### src/design/irpw_pkg.sv
// Shared types, constants and the LED lookup for the infrared frame decoder.
`timescale 1ns / 1ps
`default_nettype none
package irpw_pkg;

    localparam int SAMPLE_W = 10;
    localparam int CHANGE_W = 4;
    localparam int BITS_W   = 6;

    localparam logic [SAMPLE_W-1:0] WINDOW_RESET = 10'd1000;
    localparam logic [SAMPLE_W-1:0] THRESH_RESET = 10'd75;
    localparam logic [CHANGE_W-1:0] MAX_CHANGES  = 4'd11;
    localparam logic [2:0]          FIRST_POS    = 3'd5;
    localparam logic [1:0]          ADDR_OK      = 2'b11;

    typedef enum logic
    {
        CFG_WINDOW_SAMPLES = 1'b0,
        CFG_LONG_THRESHOLD = 1'b1
    } cfg_index_t;

    typedef enum logic [1:0]
    {
        ST_OK       = 2'd0,
        ST_UNKNOWN  = 2'd1,
        ST_BAD_ADDR = 2'd2
    } status_t;

    localparam logic [2:0] LED_RED     = 3'd1;
    localparam logic [2:0] LED_BLUE    = 3'd2;
    localparam logic [2:0] LED_PINK    = 3'd3;
    localparam logic [2:0] LED_GREEN   = 3'd4;
    localparam logic [2:0] LED_YELLOW  = 3'd5;
    localparam logic [2:0] LED_SKYBLUE = 3'd6;
    localparam logic [2:0] LED_WHITE   = 3'd7;

    localparam logic [3:0] CMD_RED     = 4'd0;
    localparam logic [3:0] CMD_BLUE    = 4'd1;
    localparam logic [3:0] CMD_GREEN   = 4'd2;
    localparam logic [3:0] CMD_YELLOW  = 4'd3;
    localparam logic [3:0] CMD_SKYBLUE = 4'd4;

    typedef struct packed
    {
        logic valid;
        logic level;
    } sample_t;

    typedef struct packed
    {
        status_t           status;
        logic [2:0]        led_rgb;
        logic [3:0]        command;
        logic [BITS_W-1:0] frame_bits;
    } result_t;

    function automatic result_t build_result(input logic [BITS_W-1:0] bits);
        result_t r;
        r.frame_bits = bits;
        r.command    = bits[3:0];
        r.status     = ST_OK;
        r.led_rgb    = LED_PINK;
        if (bits[5:4] != ADDR_OK)
        begin
            r.status  = ST_BAD_ADDR;
            r.led_rgb = LED_WHITE;
        end
        else
        begin
            case (bits[3:0])
                CMD_RED:     r.led_rgb = LED_RED;
                CMD_BLUE:    r.led_rgb = LED_BLUE;
                CMD_GREEN:   r.led_rgb = LED_GREEN;
                CMD_YELLOW:  r.led_rgb = LED_YELLOW;
                CMD_SKYBLUE: r.led_rgb = LED_SKYBLUE;
                default:
                begin
                    r.status  = ST_UNKNOWN;
                    r.led_rgb = LED_PINK;
                end
            endcase
        end
        return r;
    endfunction

endpackage
`default_nettype wire

### src/design/irpw_sample_reg.sv
// Input register stage holding one accepted receiver sample.
`timescale 1ns / 1ps
`default_nettype none
module irpw_sample_reg
(
    input  wire logic            clk,
    input  wire logic            rst_n,
    input  wire logic            take,
    input  wire logic            in_valid,
    input  wire logic            ir_level,
    output irpw_pkg::sample_t    sample
);
    import irpw_pkg::*;

    logic valid_reg;
    logic valid_next;
    logic level_reg;

    assign valid_next = take ? in_valid : valid_reg;

    always_ff @(posedge clk or negedge rst_n)
    begin
        if (!rst_n)
        begin
            valid_reg <= 1'b0;
        end
        else
        begin
            valid_reg <= valid_next;
        end
    end

    always_ff @(posedge clk)
    begin
        if (take)
        begin
            level_reg <= ir_level;
        end
    end

    assign sample = {valid_reg, level_reg};

endmodule
`default_nettype wire

### src/design/irpw_decode.sv
// Window tracking, run measurement and bit decoding for one sample per cycle while advance is high.
`timescale 1ns / 1ps
`default_nettype none
module irpw_decode
(
    input  wire logic                           clk,
    input  wire logic                           rst_n,
    input  wire irpw_pkg::sample_t              sample,
    input  wire logic                           advance,
    input  wire logic [irpw_pkg::SAMPLE_W-1:0]  window_samples,
    input  wire logic [irpw_pkg::SAMPLE_W-1:0]  long_threshold,
    output logic                                fire,
    output irpw_pkg::result_t                   result
);
    import irpw_pkg::*;

    logic                previous_level_reg;
    logic                previous_level_next;
    logic                capturing_reg;
    logic                capturing_next;
    logic [SAMPLE_W-1:0] sample_index_reg;
    logic [SAMPLE_W-1:0] sample_index_next;
    logic [CHANGE_W-1:0] change_count_reg;
    logic [CHANGE_W-1:0] change_count_next;
    logic [SAMPLE_W-1:0] last_change_reg;
    logic [SAMPLE_W-1:0] last_change_next;
    logic [BITS_W-1:0]   decoded_bits_reg;
    logic [BITS_W-1:0]   decoded_bits_next;
    logic [SAMPLE_W-1:0] run_length;
    logic [2:0]          bit_pos;
    logic [SAMPLE_W:0]   index_plus_one;

    always_comb
    begin
        previous_level_next = sample.level;
        capturing_next      = capturing_reg;
        sample_index_next   = sample_index_reg;
        change_count_next   = change_count_reg;
        last_change_next    = last_change_reg;
        decoded_bits_next   = decoded_bits_reg;
        run_length          = '0;
        bit_pos             = FIRST_POS - {1'b0, change_count_reg[2:1]};
        if (change_count_reg[3])
        begin
            bit_pos = FIRST_POS - 3'd4 - {2'b00, change_count_reg[1]};
        end

        if (!capturing_reg)
        begin
            if (previous_level_reg && !sample.level)
            begin
                capturing_next    = 1'b1;
                sample_index_next = '0;
                change_count_next = '0;
                last_change_next  = '0;
                decoded_bits_next = '0;
            end
        end
        else
        begin
            sample_index_next = sample_index_reg + 1'b1;
            if ((sample.level != previous_level_reg) && (change_count_reg < MAX_CHANGES))
            begin
                run_length = sample_index_next - last_change_reg;
                if (!change_count_reg[0] && (run_length > long_threshold))
                begin
                    decoded_bits_next[bit_pos] = 1'b1;
                end
                last_change_next  = sample_index_next;
                change_count_next = change_count_reg + 1'b1;
            end
        end

        index_plus_one = {1'b0, sample_index_next} + 1'b1;
        fire = sample.valid && capturing_next &&
               (index_plus_one >= {1'b0, window_samples});
        if (fire)
        begin
            capturing_next = 1'b0;
        end
        result = build_result(decoded_bits_next);
    end

    always_ff @(posedge clk or negedge rst_n)
    begin
        if (!rst_n)
        begin
            previous_level_reg <= 1'b1;
            capturing_reg      <= 1'b0;
            sample_index_reg   <= '0;
            change_count_reg   <= '0;
            last_change_reg    <= '0;
            decoded_bits_reg   <= '0;
        end
        else if (advance)
        begin
            previous_level_reg <= previous_level_next;
            capturing_reg      <= capturing_next;
            sample_index_reg   <= sample_index_next;
            change_count_reg   <= change_count_next;
            last_change_reg    <= last_change_next;
            decoded_bits_reg   <= decoded_bits_next;
        end
    end

endmodule
`default_nettype wire

### src/design/irpw_result_reg.sv
// Output register holding one finished frame result until it is taken.
`timescale 1ns / 1ps
`default_nettype none
module irpw_result_reg
(
    input  wire logic          clk,
    input  wire logic          rst_n,
    input  wire logic          load,
    input  wire irpw_pkg::result_t result_in,
    input  wire logic          out_stall,
    output logic               out_valid,
    output irpw_pkg::result_t  result_out
);
    import irpw_pkg::*;

    logic    valid_reg;
    logic    valid_next;
    result_t data_reg;

    always_comb
    begin
        valid_next = valid_reg;
        if (load)
        begin
            valid_next = 1'b1;
        end
        else if (valid_reg && !out_stall)
        begin
            valid_next = 1'b0;
        end
    end

    always_ff @(posedge clk or negedge rst_n)
    begin
        if (!rst_n)
        begin
            valid_reg <= 1'b0;
        end
        else
        begin
            valid_reg <= valid_next;
        end
    end

    always_ff @(posedge clk)
    begin
        if (load)
        begin
            data_reg <= result_in;
        end
    end

    assign out_valid  = valid_reg;
    assign result_out = data_reg;

endmodule
`default_nettype wire

### src/design/ir_pulse_width_frame_decoder_core.sv
// Top level of the infrared pulse-width frame decoder.
//
// The input channel takes one receiver sample per request (ir_level) under
// in_valid and in_stall. While idle, a high sample followed by a low sample
// opens a capture window; the block measures the runs between level changes
// and, at the window's last sample, delivers one result request carrying
// status, led_rgb, command and frame_bits under out_valid and out_stall.
// Samples that do not end a window give no result.
// An accepted sample is held in the input register and decoded from there; a
// window's last sample loads its result into the output register once that
// register can accept it, which raises out_valid.
// One sample is taken every cycle bar the output stall below; the decode
// path (one subtract, one compare and counter updates) sets that figure.
// When the receiver stalls, samples that end no window still flow in; the
// input stalls only when a second result is ready while the first waits.
// The configuration channel (cfg_valid, cfg_ready, cfg_index, cfg_data)
// writes window_samples or long_threshold; it is always ready.
// Reset clears the window state, marks the line idle high and restores the
// register defaults of 1000 samples and a threshold of 75.
`timescale 1ns / 1ps
`default_nettype none
module ir_pulse_width_frame_decoder_core
(
    input  wire logic                           clk,
    input  wire logic                           rst_n,
    input  wire logic                           in_valid,
    output logic                                in_stall,
    input  wire logic                           ir_level,
    output logic                                out_valid,
    input  wire logic                           out_stall,
    output logic [1:0]                          status,
    output logic [2:0]                          led_rgb,
    output logic [3:0]                          command,
    output logic [irpw_pkg::BITS_W-1:0]         frame_bits,
    input  wire logic                           cfg_valid,
    output logic                                cfg_ready,
    input  wire logic                           cfg_index,
    input  wire logic [irpw_pkg::SAMPLE_W-1:0]  cfg_data
);
    import irpw_pkg::*;

    logic [SAMPLE_W-1:0] window_samples_reg;
    logic [SAMPLE_W-1:0] long_threshold_reg;
    sample_t             sample;
    result_t             dec_result;
    result_t             out_result;
    logic                fire;
    logic                advance;
    logic                take;
    logic                out_free;

    assign cfg_ready = 1'b1;

    always_ff @(posedge clk or negedge rst_n)
    begin
        if (!rst_n)
        begin
            window_samples_reg <= WINDOW_RESET;
            long_threshold_reg <= THRESH_RESET;
        end
        else if (cfg_valid && cfg_ready)
        begin
            case (cfg_index)
                CFG_WINDOW_SAMPLES: window_samples_reg <= cfg_data;
                CFG_LONG_THRESHOLD: long_threshold_reg <= cfg_data;
                default:            window_samples_reg <= window_samples_reg;
            endcase
        end
    end

    assign out_free = !out_valid || !out_stall;
    assign advance  = sample.valid && (!fire || out_free);
    assign take     = !sample.valid || advance;
    assign in_stall = !take;

    irpw_sample_reg u_sample
    (
        .clk      (clk),
        .rst_n    (rst_n),
        .take     (take),
        .in_valid (in_valid),
        .ir_level (ir_level),
        .sample   (sample)
    );

    irpw_decode u_decode
    (
        .clk            (clk),
        .rst_n          (rst_n),
        .sample         (sample),
        .advance        (advance),
        .window_samples (window_samples_reg),
        .long_threshold (long_threshold_reg),
        .fire           (fire),
        .result         (dec_result)
    );

    irpw_result_reg u_result
    (
        .clk        (clk),
        .rst_n      (rst_n),
        .load       (advance && fire),
        .result_in  (dec_result),
        .out_stall  (out_stall),
        .out_valid  (out_valid),
        .result_out (out_result)
    );

    assign status     = out_result.status;
    assign led_rgb    = out_result.led_rgb;
    assign command    = out_result.command;
    assign frame_bits = out_result.frame_bits;

`ifndef NO_ASSERTIONS
    a_stall_only_when_full: assert property (@(posedge clk) disable iff (!rst_n)
        in_stall |-> (out_valid && out_stall))
        else $error("input stalled while the output register could accept");

    a_address_status: assert property (@(posedge clk) disable iff (!rst_n)
        out_valid |-> ((frame_bits[5:4] == ADDR_OK) == (status != ST_BAD_ADDR)))
        else $error("status disagrees with the address bits");

    a_command_bits: assert property (@(posedge clk) disable iff (!rst_n)
        out_valid |-> (command == frame_bits[3:0]))
        else $error("command differs from the low frame bits");
`endif

endmodule
`default_nettype wire

### config.mk
export PLATFORM = sky130hd
export DESIGN_NAME = ir_pulse_width_frame_decoder_core
export DESIGN_NICKNAME = d
export VERILOG_FILES = /design/src/design/irpw_pkg.sv /design/src/design/irpw_sample_reg.sv /design/src/design/irpw_decode.sv /design/src/design/irpw_result_reg.sv /design/src/design/ir_pulse_width_frame_decoder_core.sv
export SDC_FILE = /design/constraint.sdc
export NUM_CORES = 1
export LEC_CHECK = 0
export BUFFER_PORTS_ARGS = -buffer_cell sky130_fd_sc_hd__clkbuf_2
export CAP_MARGIN = 15
export CELL_PAD_IN_SITES_DETAIL_PLACEMENT = 2
export CELL_PAD_IN_SITES_GLOBAL_PLACEMENT = 2
export CORE_ASPECT_RATIO = 0.5
export CORE_MARGIN = 2
export CORE_UTILIZATION = 35
export DETAILED_ROUTE_END_ITERATION = 8
export GPL_TIMING_DRIVEN = 0
export PLACE_DENSITY_LB_ADDON = 0.3
export SLEW_MARGIN = 20
export SYNTH_ARGS = -nofsm -noshare
export SYNTH_HDL_FRONTEND = slang
export SYNTH_SLANG_ARGS = --single-unit
### constraint.sdc
create_clock -name clk -period 12.9 [get_ports clk]
set_input_delay 0.645 -clock clk [delete_from_list [all_inputs] [get_ports clk]]
set_output_delay 0.645 -clock clk [all_outputs]
set_load 0.01 [all_outputs]
==> results.py, run 1 <==
metrics = {
    "routing": {
        "avgViaCountPerCell": 5.19,
        "via_count": 3426,
        "wl_per_cell_um": 18.7,
        "drt-initial-drc-count": 111,
        "total_iterations_of_the_first_detailed_routing_run": 4,
        "remaining_drc_errors": 0,
        "ant_nets": 0,
        "routed_wirelength_um": 12400,
    },
    "timing": {
        "finClkSkew_ns": 0.00612,
        "timing.final.ws_setup_ns": 6.90,
        "setup-violations-final": 0,
        "tns_ns": 0,
        "grt_setup_unrepaired": "no",
        "final-hold-violation-count": 0,
        "min_period_ns": 6.00,
        "timing.final.max_slew_violations": 0,
        "slew-limit-headroom_pct": 30.4,
        "final_min_period_over_clock_period_pct": 46.5,
        "fmaxAchievable_mhz": 167,
        "tightestPinTransition_ns": 1.04,
    },
    "floorplan": {
        "std_cell_rows": 28,
        "io-pin-count": 35,
        "die_width_um": 160,
        "placeableCoreArea_mm2": 0.0119,
        "fp.dieArea_mm2": 0.0132,
        "chipHeight_um": 82.2,
        "start_util_pct": 36.0,
    },
    "pwr": {
        "swShare_pct": 43.2,
        "cellPowerDensity_mw_per_mm2": 233,
        "ir_drop_uv": 68.0,
        "seq_power_share_pct": 25.1,
        "internal-power_uw": 661,
        "comb_power_share_pct": 53.3,
        "power.leakage_uw": 0.00226,
        "clkPwrFrac_pct": 21.6,
        "net-switching-power_uw": 503,
    },
    "cells_and_area": {
        "largest_register_ffs": 11,
        "drive_above_1_share_pct": 22.0,
        "areaGrowthSynthToFinish_pct": 16.6,
        "layout.filler_cells": 1292,
        "sequential_cell_area_mm2": 0.00173,
        "nets": 541,
        "antennaDiodeCount": 0,
        "multiInputGateArea_mm2": 0.00229,
        "final-instance-count-excl-fill": 660,
        "post-route-util_pct": 42.0,
    },
    "clocking": {
        "post_cts_buffers": 0,
        "number_of_buffers_inserted_during_clock_tree_synthesis": 9,
        "htree_levels": 3,
        "clk_latency_ns": 0.33,
        "cts_tree": "built",
        "ctsRootBufferMaster": "sky130_fd_sc_hd__clkbuf_16",
        "path_clk_slew_ns": 0.06,
        "cts.path.max_buffers": 2,
        "post_cts_resized": 0,
        "cts_num_sinks": 66,
        "cts_hold_buf": 0,
    },
    "grt": {
        "gr_util_all_layers_pct": 20.5,
        "residual_overflow_from_global_routing": 0,
        "antenna_found_initial": 1,
        "first_global_vias": 3863,
        "grt_first_pass_wirelength_um": 20700,
        "largest_net_degree_at_the_start_of_global_routing": 45,
    },
    "logic_synthesis": {
        "post_synth_top_area_share_pct": 25.2,
        "yosys-top-cells-area": "sky130_fd_sc_hd__dfrtp_1 (25%), sky130_fd_sc_hd__ha_1 (9.7%), sky130_fd_sc_hd__edfxtp_1 (8.4%)",
        "netlist_area_mm2": 0.00428,
        "async_reset_ff_share_pct": 81.8,
        "synthCells": 445,
        "synth.ff_latch_count": 66,
        "yosys_warnings": 0,
        "postSynthAreaPerCell_um2": 9.61,
        "flip_flop_cell_with_the_highest_count_after_synthesis": "sky130_fd_sc_hd__dfrtp_1",
        "yosys.cell_types.count": 56,
        "synthesized_netlist_net_count": 496,
        "yosysSeqAreaShare_pct": 40.3,
        "synth-edff-count": 12,
        "most_area_hungry_cell_type_in_the_yosys_netlist": "sky130_fd_sc_hd__dfrtp_1",
    },
    "place": {
        "pre_cts_ws_ns": 7.43,
        "io_buffers": 33,
        "place_congestion": 0.780,
        "placed_cells_incl_taps": 644,
        "post-dp-hpwl_um": 9170,
    },
    "status": {
        "outcome": "finished, final reports clean",
    },
    "worst_setup_path": {
        "critical_path.startpoint": "u_decode.capturing_reg",
        "cp_cell_sequence": "clkbuf_1 > clkbuf_1 > nand2_1 > nand2_1 > ha_1 > nand2_1 > a221o_1 > xnor2_1 > nor2_1 > ha_1 > a21oi_1 > o21ai_0 > o21bai_1 > a221oi_1 > a21o_1 > or2_2 > inv_1 > clkbuf_2",
        "critPathLaunchType": "flop",
        "critPathSlowestCell": "sky130_fd_sc_hd__a221oi_1",
        "timing.critical_path.fanout_max": 10,
        "capturing_element_type_of_the_critical_path": "output pin",
        "arrival_ns": 5.36,
        "worstPathRequired_ns": 12.26,
        "worst_path_largest_cell_delay_ns": 0.87,
        "worst_path_most_repeated_cell": "sky130_fd_sc_hd__nand2_1",
        "worst_r2r_startpoint": "u_decode.capturing_reg",
        "path_class": "flop to output pin",
    },
    "flow_run": {
        "drv.max_cap_violation_count": 0,
    },
    "hold_path": {
        "hp-class": "primary input to asynchronous set/reset pin",
    },
}
power groups by stage:
stage	Sequential [uW]	Clock, uW	Combinational (uW)
2_1_floorplan	284	0	429
3_3_place_gp	292	0	569
3_5_place_dp	295	0	599
4_1_cts	292	257	626
5_1_grt	298	265	703
6_report	292	251	621
per-layer routing:
metal / routed length, um / GRT usage (%) / vias to the layer above
met3: 337 / 3.80 / 9
met1: 6000 / 25.6 / 1718
met2: 5940 / 37.9 / 51
li1: - / - / 1648
met4: 100 / 4.05 / 0
met5: 0 / 0 / -
through the flow:
stage	hold slack, ns	instance area [um^2]	power, uW
after floorplan	0.349	4280	713
after global placement	0.463	4650	861
after detailed placement	0.482	4680	894
after CTS	0.170	4990	1170
after global routing	0.172	4990	1270
final	0.171	4990	1160
cell families (layout without fill, tap and decap cells):
| group | Yosys count | after routing | synth area share [%] |
|---|---|---|---|
| mux | 29 | 29 | 8.28 |
| flops | 66 | 66 | 40.3 |
| buf+inv | 59 | 109 | 6.17 |
| fa+ha+maj | 34 | 34 | 10.1 |
| compound gates | 91 | 91 | 14.3 |
| xor+xnor | 25 | 25 | 5.12 |
| other cells | 1 | 1 | 0.0877 |
| simple gates | 140 | 140 | 15.6 |
cell usage in the layout, fill, tap and decap left out, types with 13 or more instances in the layout:
master	n
sky130_fd_sc_hd__a21oi_1	14
sky130_fd_sc_hd__clkbuf_2	32
sky130_fd_sc_hd__dfrtp_1	43
sky130_fd_sc_hd__ha_1	33
sky130_fd_sc_hd__inv_1	37
sky130_fd_sc_hd__mux2_2	19
sky130_fd_sc_hd__nand2_1	56
sky130_fd_sc_hd__nand3_1	14
sky130_fd_sc_hd__nor2_1	24
sky130_fd_sc_hd__o21ai_0	31
sky130_fd_sc_hd__xnor2_1	13
synth_stat cells, types with 3 or more instances:
master / n
sky130_fd_sc_hd__a211oi_1: 3
sky130_fd_sc_hd__a21o_1: 8
sky130_fd_sc_hd__a21oi_1: 14
sky130_fd_sc_hd__a221o_1: 3
sky130_fd_sc_hd__a31oi_1: 3
sky130_fd_sc_hd__and3_1: 3
sky130_fd_sc_hd__buf_2: 4
sky130_fd_sc_hd__buf_4: 6
sky130_fd_sc_hd__clkbuf_1: 9
sky130_fd_sc_hd__dfrtp_1: 43
sky130_fd_sc_hd__dfstp_2: 11
sky130_fd_sc_hd__edfxtp_1: 12
sky130_fd_sc_hd__ha_1: 33
sky130_fd_sc_hd__inv_1: 37
sky130_fd_sc_hd__mux2_2: 19
sky130_fd_sc_hd__mux2_4: 8
sky130_fd_sc_hd__nand2_1: 56
sky130_fd_sc_hd__nand2b_1: 6
sky130_fd_sc_hd__nand3_1: 14
sky130_fd_sc_hd__nand4_1: 7
sky130_fd_sc_hd__nor2_1: 24
sky130_fd_sc_hd__nor2b_1: 6
sky130_fd_sc_hd__nor3_1: 8
sky130_fd_sc_hd__o211a_1: 4
sky130_fd_sc_hd__o211ai_1: 3
sky130_fd_sc_hd__o21ai_0: 31
sky130_fd_sc_hd__o21bai_1: 3
sky130_fd_sc_hd__o31ai_1: 4
sky130_fd_sc_hd__or2_2: 5
sky130_fd_sc_hd__xnor2_1: 13
sky130_fd_sc_hd__xor2_1: 12
layout make-up:
type,count,share of cell area [%]
Multi-Input combinational cell,320,46.0
Sequential cell,66,34.6
Clock buffer,10,4.79
Tap cell,165,4.14
Timing Repair Buffer,34,3.91
Inverter,37,2.78
Buffer,22,2.51
Clock inverter,6,1.28
worst paths after layout:
| path | slack (ns) | to | cells past startpoint |
|---|---|---|---|
| max reg2reg | 7.26 | u_decode.sample_index_reg[9] | 19 |
| min reg2reg | 0.49 | u_decode.last_change_reg[5] | 2 |
| max | 6.90 | in_stall | 18 |
| min in group clk | 0.49 | u_decode.last_change_reg[5] | 2 |
| max in group asynchronous | 12.19 | u_decode.previous_level_reg | 2 |
| min | 0.17 | long_threshold_reg[8] | 1 |
worst max-delay path, delay by kind of cell (launching register included):
family / cells / cell delay [ns]
AO/OA/AOI/OAI: 6 / 1.91
buffers and inverters: 4 / 1.12
AND/OR/NAND/NOR: 5 / 0.77
adder cells (fa/ha/maj): 2 / 0.58
flip-flops: 1 / 0.49
XOR/XNOR: 1 / 0.13
(Power assumes the default switching activity.)
==> inputs of run 2 (changes only) <==
clock period = 5.3 ns   (was 12.9 ns; I/O delays follow)
==> run 2 against run 1 <==
Net effect: count of clock-buffer cells in the layout unchanged; clock skew increased by 0.00095 ns; combinational power increased by 150%; register-to-register slack got worse by 6.9 ns; sequential power increased by 140%; via count about the same; sequential share of layout area decreased by 0.16 points; power increased by 150%.
==> results.py, run 2 (synthesis results as in run 1) <==
metrics = {
    "place": {
        "io_buffers": 33,
        "pre_cts_ws_ns": -0.156,
        "post-dp-hpwl_um": 9170,
        "place_congestion": 0.780,
        "area_after_dpl_mm2": 0.00468,
    },
    "pwr": {
        "swShare_pct": 43.3,
        "comb_power_share_pct": 53.6,
        "ir_drop_uv": 169,
        "net-switching-power_uw": 1230,
        "power.leakage_uw": 0.00227,
        "internal-power_uw": 1620,
        "clkPwrFrac_pct": 21.5,
        "cellPowerDensity_mw_per_mm2": 569,
        "seq_power_share_pct": 24.9,
    },
    "timing": {
        "fmaxAchievable_mhz": 201,
        "finClkSkew_ns": 0.00708,
        "slew-limit-headroom_pct": 45.4,
        "grt_setup_unrepaired": "no",
        "min_period_ns": 4.97,
        "timing.final.max_slew_violations": 0,
        "setup-violations-final": 0,
        "fin_worst_hold_slack_ns": 0.122,
        "final-hold-violation-count": 0,
        "final_min_period_over_clock_period_pct": 93.7,
        "timing.final.ws_setup_ns": 0.335,
        "tightestPinTransition_ns": 0.815,
    },
    "flow_run": {
        "drv.max_cap_violation_count": 0,
    },
    "grt": {
        "residual_overflow_from_global_routing": 0,
        "busiest_grt_layer": "met2",
        "first_global_vias": 3864,
        "largest_net_degree_at_the_start_of_global_routing": 45,
        "grtUsageMet1_pct": 25.7,
        "gr-usage-met3_pct": 3.80,
        "antenna_found_initial": 1,
        "grt_first_pass_wirelength_um": 20700,
        "global_route.usage.met2_pct": 37.9,
        "gr_util_all_layers_pct": 20.5,
    },
    "worst_setup_path": {
        "critPathLaunchType": "flop",
        "worstPathRequired_ns": 5.04,
        "arrival_ns": 4.70,
        "path_class": "flop to output pin",
        "timing.critical_path.fanout_max": 8,
        "capturing_element_type_of_the_critical_path": "output pin",
    },
    "cells_and_area": {
        "largest_register_ffs": 11,
        "commonest_non_fill_non_tap_cells_in_the_layout": "sky130_fd_sc_hd__nand2_1 (56), sky130_fd_sc_hd__dfrtp_1 (43), sky130_fd_sc_hd__inv_1 (37), sky130_fd_sc_hd__clkbuf_2 (34), sky130_fd_sc_hd__ha_1 (33)",
        "layout.cell_area.non_filler_mm2": 0.00501,
        "drive_above_1_share_pct": 22.8,
        "antennaDiodeCount": 0,
        "nets": 542,
        "mostFrequentLayoutCell": "sky130_fd_sc_hd__nand2_1",
        "areaGrowthSynthToFinish_pct": 17.1,
        "post-route-util_pct": 42.2,
    },
    "routing": {
        "avgViaCountPerCell": 5.18,
        "drt-initial-drc-count": 130,
        "ant_nets": 0,
        "wl_per_cell_um": 18.8,
        "via_count": 3424,
        "routed_wirelength_um": 12400,
        "total_iterations_of_the_first_detailed_routing_run": 4,
        "remaining_drc_errors": 0,
    },
    "status": {
        "outcome": "finished, final reports clean",
    },
    "floorplan": {
        "start_util_pct": 36.0,
        "placeableCoreArea_mm2": 0.0119,
        "std_cell_rows": 28,
        "fp.dieArea_mm2": 0.0132,
        "io-pin-count": 35,
        "chipHeight_um": 82.2,
        "die_width_um": 160,
    },
    "clocking": {
        "cts.path.max_buffers": 2,
        "post_cts_buffers": 0,
        "htree_levels": 3,
        "path_clk_slew_ns": 0.06,
        "number_of_buffers_inserted_during_clock_tree_synthesis": 9,
        "cts_num_sinks": 66,
        "clk_latency_ns": 0.33,
        "cts_tree": "built",
        "ctsRootBufferMaster": "sky130_fd_sc_hd__clkbuf_16",
    },
    "hold_path": {
        "hp-class": "primary input to flop",
    },
}
[run 2: cell types whose count changed in the layout (fill, tap and decap cells not counted), sizes merged]
cell         delta
dlygate4sd3     +1
[run 2: worst paths after layout]
check | depth (start not counted) | slack (ns) | startpoint | endpoint
max in group asynchronous | 3 | 4.41 | rst_n | u_decode.previous_level_reg
min in group asynchronous | 2 | 0.33 | rst_n | long_threshold_reg[8]
worst max-delay path | 17 | 0.33 | u_decode.sample_index_reg[0] | in_stall
worst min register to register | 2 | 0.49 | u_decode.last_change_reg[5] | u_decode.last_change_reg[5]
worst max register to register | 18 | 0.34 | u_decode.sample_index_reg[0] | u_decode.sample_index_reg[9]
worst min-delay path | 1 | 0.12 | ir_level | u_sample.level_reg
[run 2: layout make-up]
type | count | area (um^2)
fill | 1291 | 6870
clock buffer | 10 | 239
buffer | 22 | 128
multi-input combinational | 320 | 2300
clock inverter | 6 | 63.8
timing repair buffer | 35 | 205
sequential | 66 | 1730
inverter | 37 | 139
tap | 165 | 206
[run 2: critical path: stages (launching register included)]
cell                       delay [ns]
sky130_fd_sc_hd__dfrtp_1         0.47
sky130_fd_sc_hd__ha_1            0.23
sky130_fd_sc_hd__buf_2           0.17
sky130_fd_sc_hd__mux2_2          0.27
sky130_fd_sc_hd__mux2i_1         0.57
sky130_fd_sc_hd__nand2_1         0.13
sky130_fd_sc_hd__a221o_1         0.31
sky130_fd_sc_hd__xnor2_1         0.14
sky130_fd_sc_hd__nor2_1          0.17
sky130_fd_sc_hd__ha_1            0.30
sky130_fd_sc_hd__a21oi_1         0.15
sky130_fd_sc_hd__o21ai_0         0.12
sky130_fd_sc_hd__o21bai_1        0.18
sky130_fd_sc_hd__a221oi_2        0.57
sky130_fd_sc_hd__a21o_1          0.27
sky130_fd_sc_hd__or2_2           0.16
sky130_fd_sc_hd__inv_1           0.04
sky130_fd_sc_hd__clkbuf_2        0.11
[run 2: metrics by stage]
| stage | cells | total power [uW] | setup TNS [ns] |
|---|---|---|---|
| floorplan | 445 | 1740 | 0 |
| global placement | 643 | 2100 | -0.0115 |
| detailed placement | 644 | 2180 | -1.90 |
| CTS | 661 | 2860 | 0 |
| global route | 661 | 3100 | 0 |
| finish | 661 | 2850 | 0 |
[run 2: power by group through the flow]
stage	Combinational, uW	Sequential, uW	Clock, uW
5_1_grt	1730	726	645
3_3_place_gp	1390	711	0
4_1_cts	1530	711	625
2_1_floorplan	1050	691	0
6_report	1530	711	613
3_5_place_dp	1460	717	0
[run 2: metal layers]
layer	vias to the layer above	routed length (um)
li1	1649	-
met1	1712	5970
met2	54	5990
met3	9	343
met4	0	104
met5	-	0
[run 2: what timing repair did]
| item | CTS | global route |
|---|---|---|
| pin swaps | 0 | 0 |
| hold buffers | 1 | 0 |
| gates resized for setup | 2 | 3 |
| endpoints found under the setup margin | 30 | 29 |
| hold endpoints to repair | 4 | 0 |
==> inputs of run 3 (changes only) <==
SKIP_LAST_GASP = 1   (was not set)
clock period = 4.55 ns   (was 5.3 ns; I/O delays follow)
==> run 3 against run 2 <==
Net effect: cell count up 3.2%; sequential share of layout area down 2.1 points; via count up 4.6%; largest power group unchanged; register-to-register slack worse by 0.20 ns; design area up 6.9%; power up 34%; first-iteration DRC count up 20%; die area unchanged.
==> results.py, run 3 (synthesis results as in run 1) <==
metrics = {
    "status": {
        "outcome": "finished, final reports clean",
    },
    "cells_and_area": {
        "drive_above_1_share_pct": 30.8,
        "multiInputGateArea_mm2": 0.00247,
        "layout.cell_area.non_filler_mm2": 0.00536,
        "sequential_cell_area_mm2": 0.00173,
        "largest_register_ffs": 11,
        "antennaDiodeCount": 0,
        "post-route-util_pct": 45.1,
        "nets": 563,
        "mostFrequentLayoutCell": "sky130_fd_sc_hd__nand2_1",
        "areaGrowthSynthToFinish_pct": 25.2,
        "layout.filler_cells": 1260,
        "commonest_non_fill_non_tap_cells_in_the_layout": "sky130_fd_sc_hd__nand2_1 (56), sky130_fd_sc_hd__dfrtp_1 (40), sky130_fd_sc_hd__inv_1 (36), sky130_fd_sc_hd__clkbuf_2 (32), sky130_fd_sc_hd__ha_1 (31)",
    },
    "pwr": {
        "net-switching-power_uw": 1680,
        "clkPwrFrac_pct": 18.9,
        "seq_power_share_pct": 21.7,
        "power.leakage_uw": 0.00241,
        "ir_drop_uv": 227,
        "swShare_pct": 44.0,
        "comb_power_share_pct": 59.5,
        "report.power.total_uw": 3810,
        "internal-power_uw": 2130,
        "cellPowerDensity_mw_per_mm2": 711,
    },
    "routing": {
        "via_count": 3581,
        "ant_nets": 0,
        "avgViaCountPerCell": 5.25,
        "total_iterations_of_the_first_detailed_routing_run": 5,
        "routed_wirelength_um": 13900,
        "drt-initial-drc-count": 156,
        "remaining_drc_errors": 0,
        "wl_per_cell_um": 20.4,
    },
    "floorplan": {
        "start_util_pct": 36.0,
        "io-pin-count": 35,
        "die_width_um": 160,
        "std_cell_rows": 28,
        "chipHeight_um": 82.2,
        "placeableCoreArea_mm2": 0.0119,
        "fp.dieArea_mm2": 0.0132,
    },
    "worst_setup_path": {
        "timing.critical_path.fanout_max": 10,
        "capturing_element_type_of_the_critical_path": "flop",
        "worstPathRequired_ns": 4.76,
        "arrival_ns": 4.62,
        "flop2flop_setup_slack_ns": 0.14,
        "path_class": "flop to flop",
        "critPathLaunchType": "flop",
    },
    "timing": {
        "final_min_period_over_clock_period_pct": 96.9,
        "slew-limit-headroom_pct": 44.8,
        "min_period_ns": 4.41,
        "finClkSkew_ns": 0.00641,
        "tns_ns": 0,
        "setup-violations-final": 0,
        "fin_worst_hold_slack_ns": 0.0824,
        "fmaxAchievable_mhz": 227,
        "tightestPinTransition_ns": 0.824,
        "grt_setup_unrepaired": "yes",
        "final-hold-violation-count": 0,
        "timing.final.max_slew_violations": 0,
    },
    "place": {
        "area_after_dpl_mm2": 0.00468,
        "post-dp-hpwl_um": 9170,
        "place_congestion": 0.780,
        "io_buffers": 33,
    },
    "clocking": {
        "htree_levels": 3,
        "clk_latency_ns": 0.34,
        "number_of_buffers_inserted_during_clock_tree_synthesis": 9,
        "cts_num_sinks": 66,
        "ctsRootBufferMaster": "sky130_fd_sc_hd__clkbuf_16",
        "cts.path.max_buffers": 2,
        "path_clk_slew_ns": 0.06,
        "cts_tree": "built",
    },
    "grt": {
        "gr_util_all_layers_pct": 21.2,
        "first_global_vias": 3888,
        "antenna_found_initial": 0,
        "largest_net_degree_at_the_start_of_global_routing": 45,
        "residual_overflow_from_global_routing": 0,
        "grt_first_pass_wirelength_um": 21400,
    },
    "hold_path": {
        "hp-class": "primary input to flop",
    },
    "flow_run": {
        "drv.max_cap_violation_count": 0,
    },
}
## run 3: cell count changes in the layout (fill, tap and decap cells not counted), moves of 3 or more
cell                      change
sky130_fd_sc_hd__nor2_2       +3
sky130_fd_sc_hd__dfrtp_2      +3
sky130_fd_sc_hd__buf_4       +21
sky130_fd_sc_hd__dfrtp_1      -3
sky130_fd_sc_hd__nor2_1       -5
## run 3: per-layer routing
metal | vias to the layer above | part of all wire, % | wire [um] | global-route usage (%)
met5 | - | 0 | 0 | 0
met2 | 65 | 50 | 6910 | 39.4
met1 | 1810 | 46 | 6380 | 26.6
met3 | 15 | 3.5 | 490 | 3.80
li1 | 1691 | - | - | -
met4 | 0 | 1.2 | 164 | 4.05
## run 3: final timing paths
path / startpoint / end / cells after the start
max: u_decode.sample_index_reg[0] / u_decode.sample_index_reg[9] / 18
min: ir_level / u_sample.level_reg / 1
max reg2reg: u_decode.sample_index_reg[0] / u_decode.sample_index_reg[9] / 18
min reg2reg: u_decode.last_change_reg[6] / u_decode.last_change_reg[6] / 2
max in group asynchronous: rst_n / u_decode.previous_level_reg / 3
min in group asynchronous: rst_n / long_threshold_reg[8] / 2
## run 3: final cells by class
cell class / count / share of cell area (%)
multi-input cells: 320 / 46.1
flip-flops and latches: 66 / 32.3
repair buffers: 56 / 6.78
clock buffers: 10 / 4.46
well taps: 165 / 3.86
plain buffers: 22 / 2.66
inverters: 37 / 2.66
clock inverters: 6 / 1.19
## run 3: stage by stage
step | setup WS [ns] | instances
6_report | 0.140 | 682
5_1_grt | -0.106 | 682
4_1_cts | 0.0211 | 665
3_5_place_dp | -0.906 | 644
3_3_place_gp | -0.761 | 643
2_1_floorplan | 0.489 | 445
## run 3: power by group through the flow
stage / logic, uW / registers, uW / clock network, uW
after floorplan: 1220 / 805 / 0
after global placement: 1610 / 828 / 0
after detailed placement: 1700 / 836 / 0
after CTS: 1990 / 834 / 728
after global routing: 2480 / 841 / 758
final: 2270 / 826 / 719
## run 3: repair_timing
item	4_1_cts	5_1_grt
setup endpoints to repair	57	45
pin swaps	4	10
setup buffers	4	17
hold buffers	1	0
hold endpoints to repair	10	0
resized for setup	28	18
## run 3: worst max-delay path: stages (launching register included)
cell	delay (ns)
sky130_fd_sc_hd__dfrtp_2	0.43
sky130_fd_sc_hd__ha_1	0.21
sky130_fd_sc_hd__clkbuf_4	0.19
sky130_fd_sc_hd__mux2_2	0.30
sky130_fd_sc_hd__mux2i_4	0.22
sky130_fd_sc_hd__nand2_1	0.09
sky130_fd_sc_hd__a221o_1	0.31
sky130_fd_sc_hd__xnor2_2	0.17
sky130_fd_sc_hd__nor2_2	0.06
sky130_fd_sc_hd__ha_1	0.34
sky130_fd_sc_hd__a21oi_1	0.15
sky130_fd_sc_hd__o21ai_0	0.12
sky130_fd_sc_hd__o21bai_1	0.21
sky130_fd_sc_hd__a221oi_4	0.44
sky130_fd_sc_hd__a211oi_2	0.16
sky130_fd_sc_hd__nor2b_1	0.17
sky130_fd_sc_hd__buf_6	0.15
sky130_fd_sc_hd__buf_6	0.18
sky130_fd_sc_hd__mux2_2	0.36
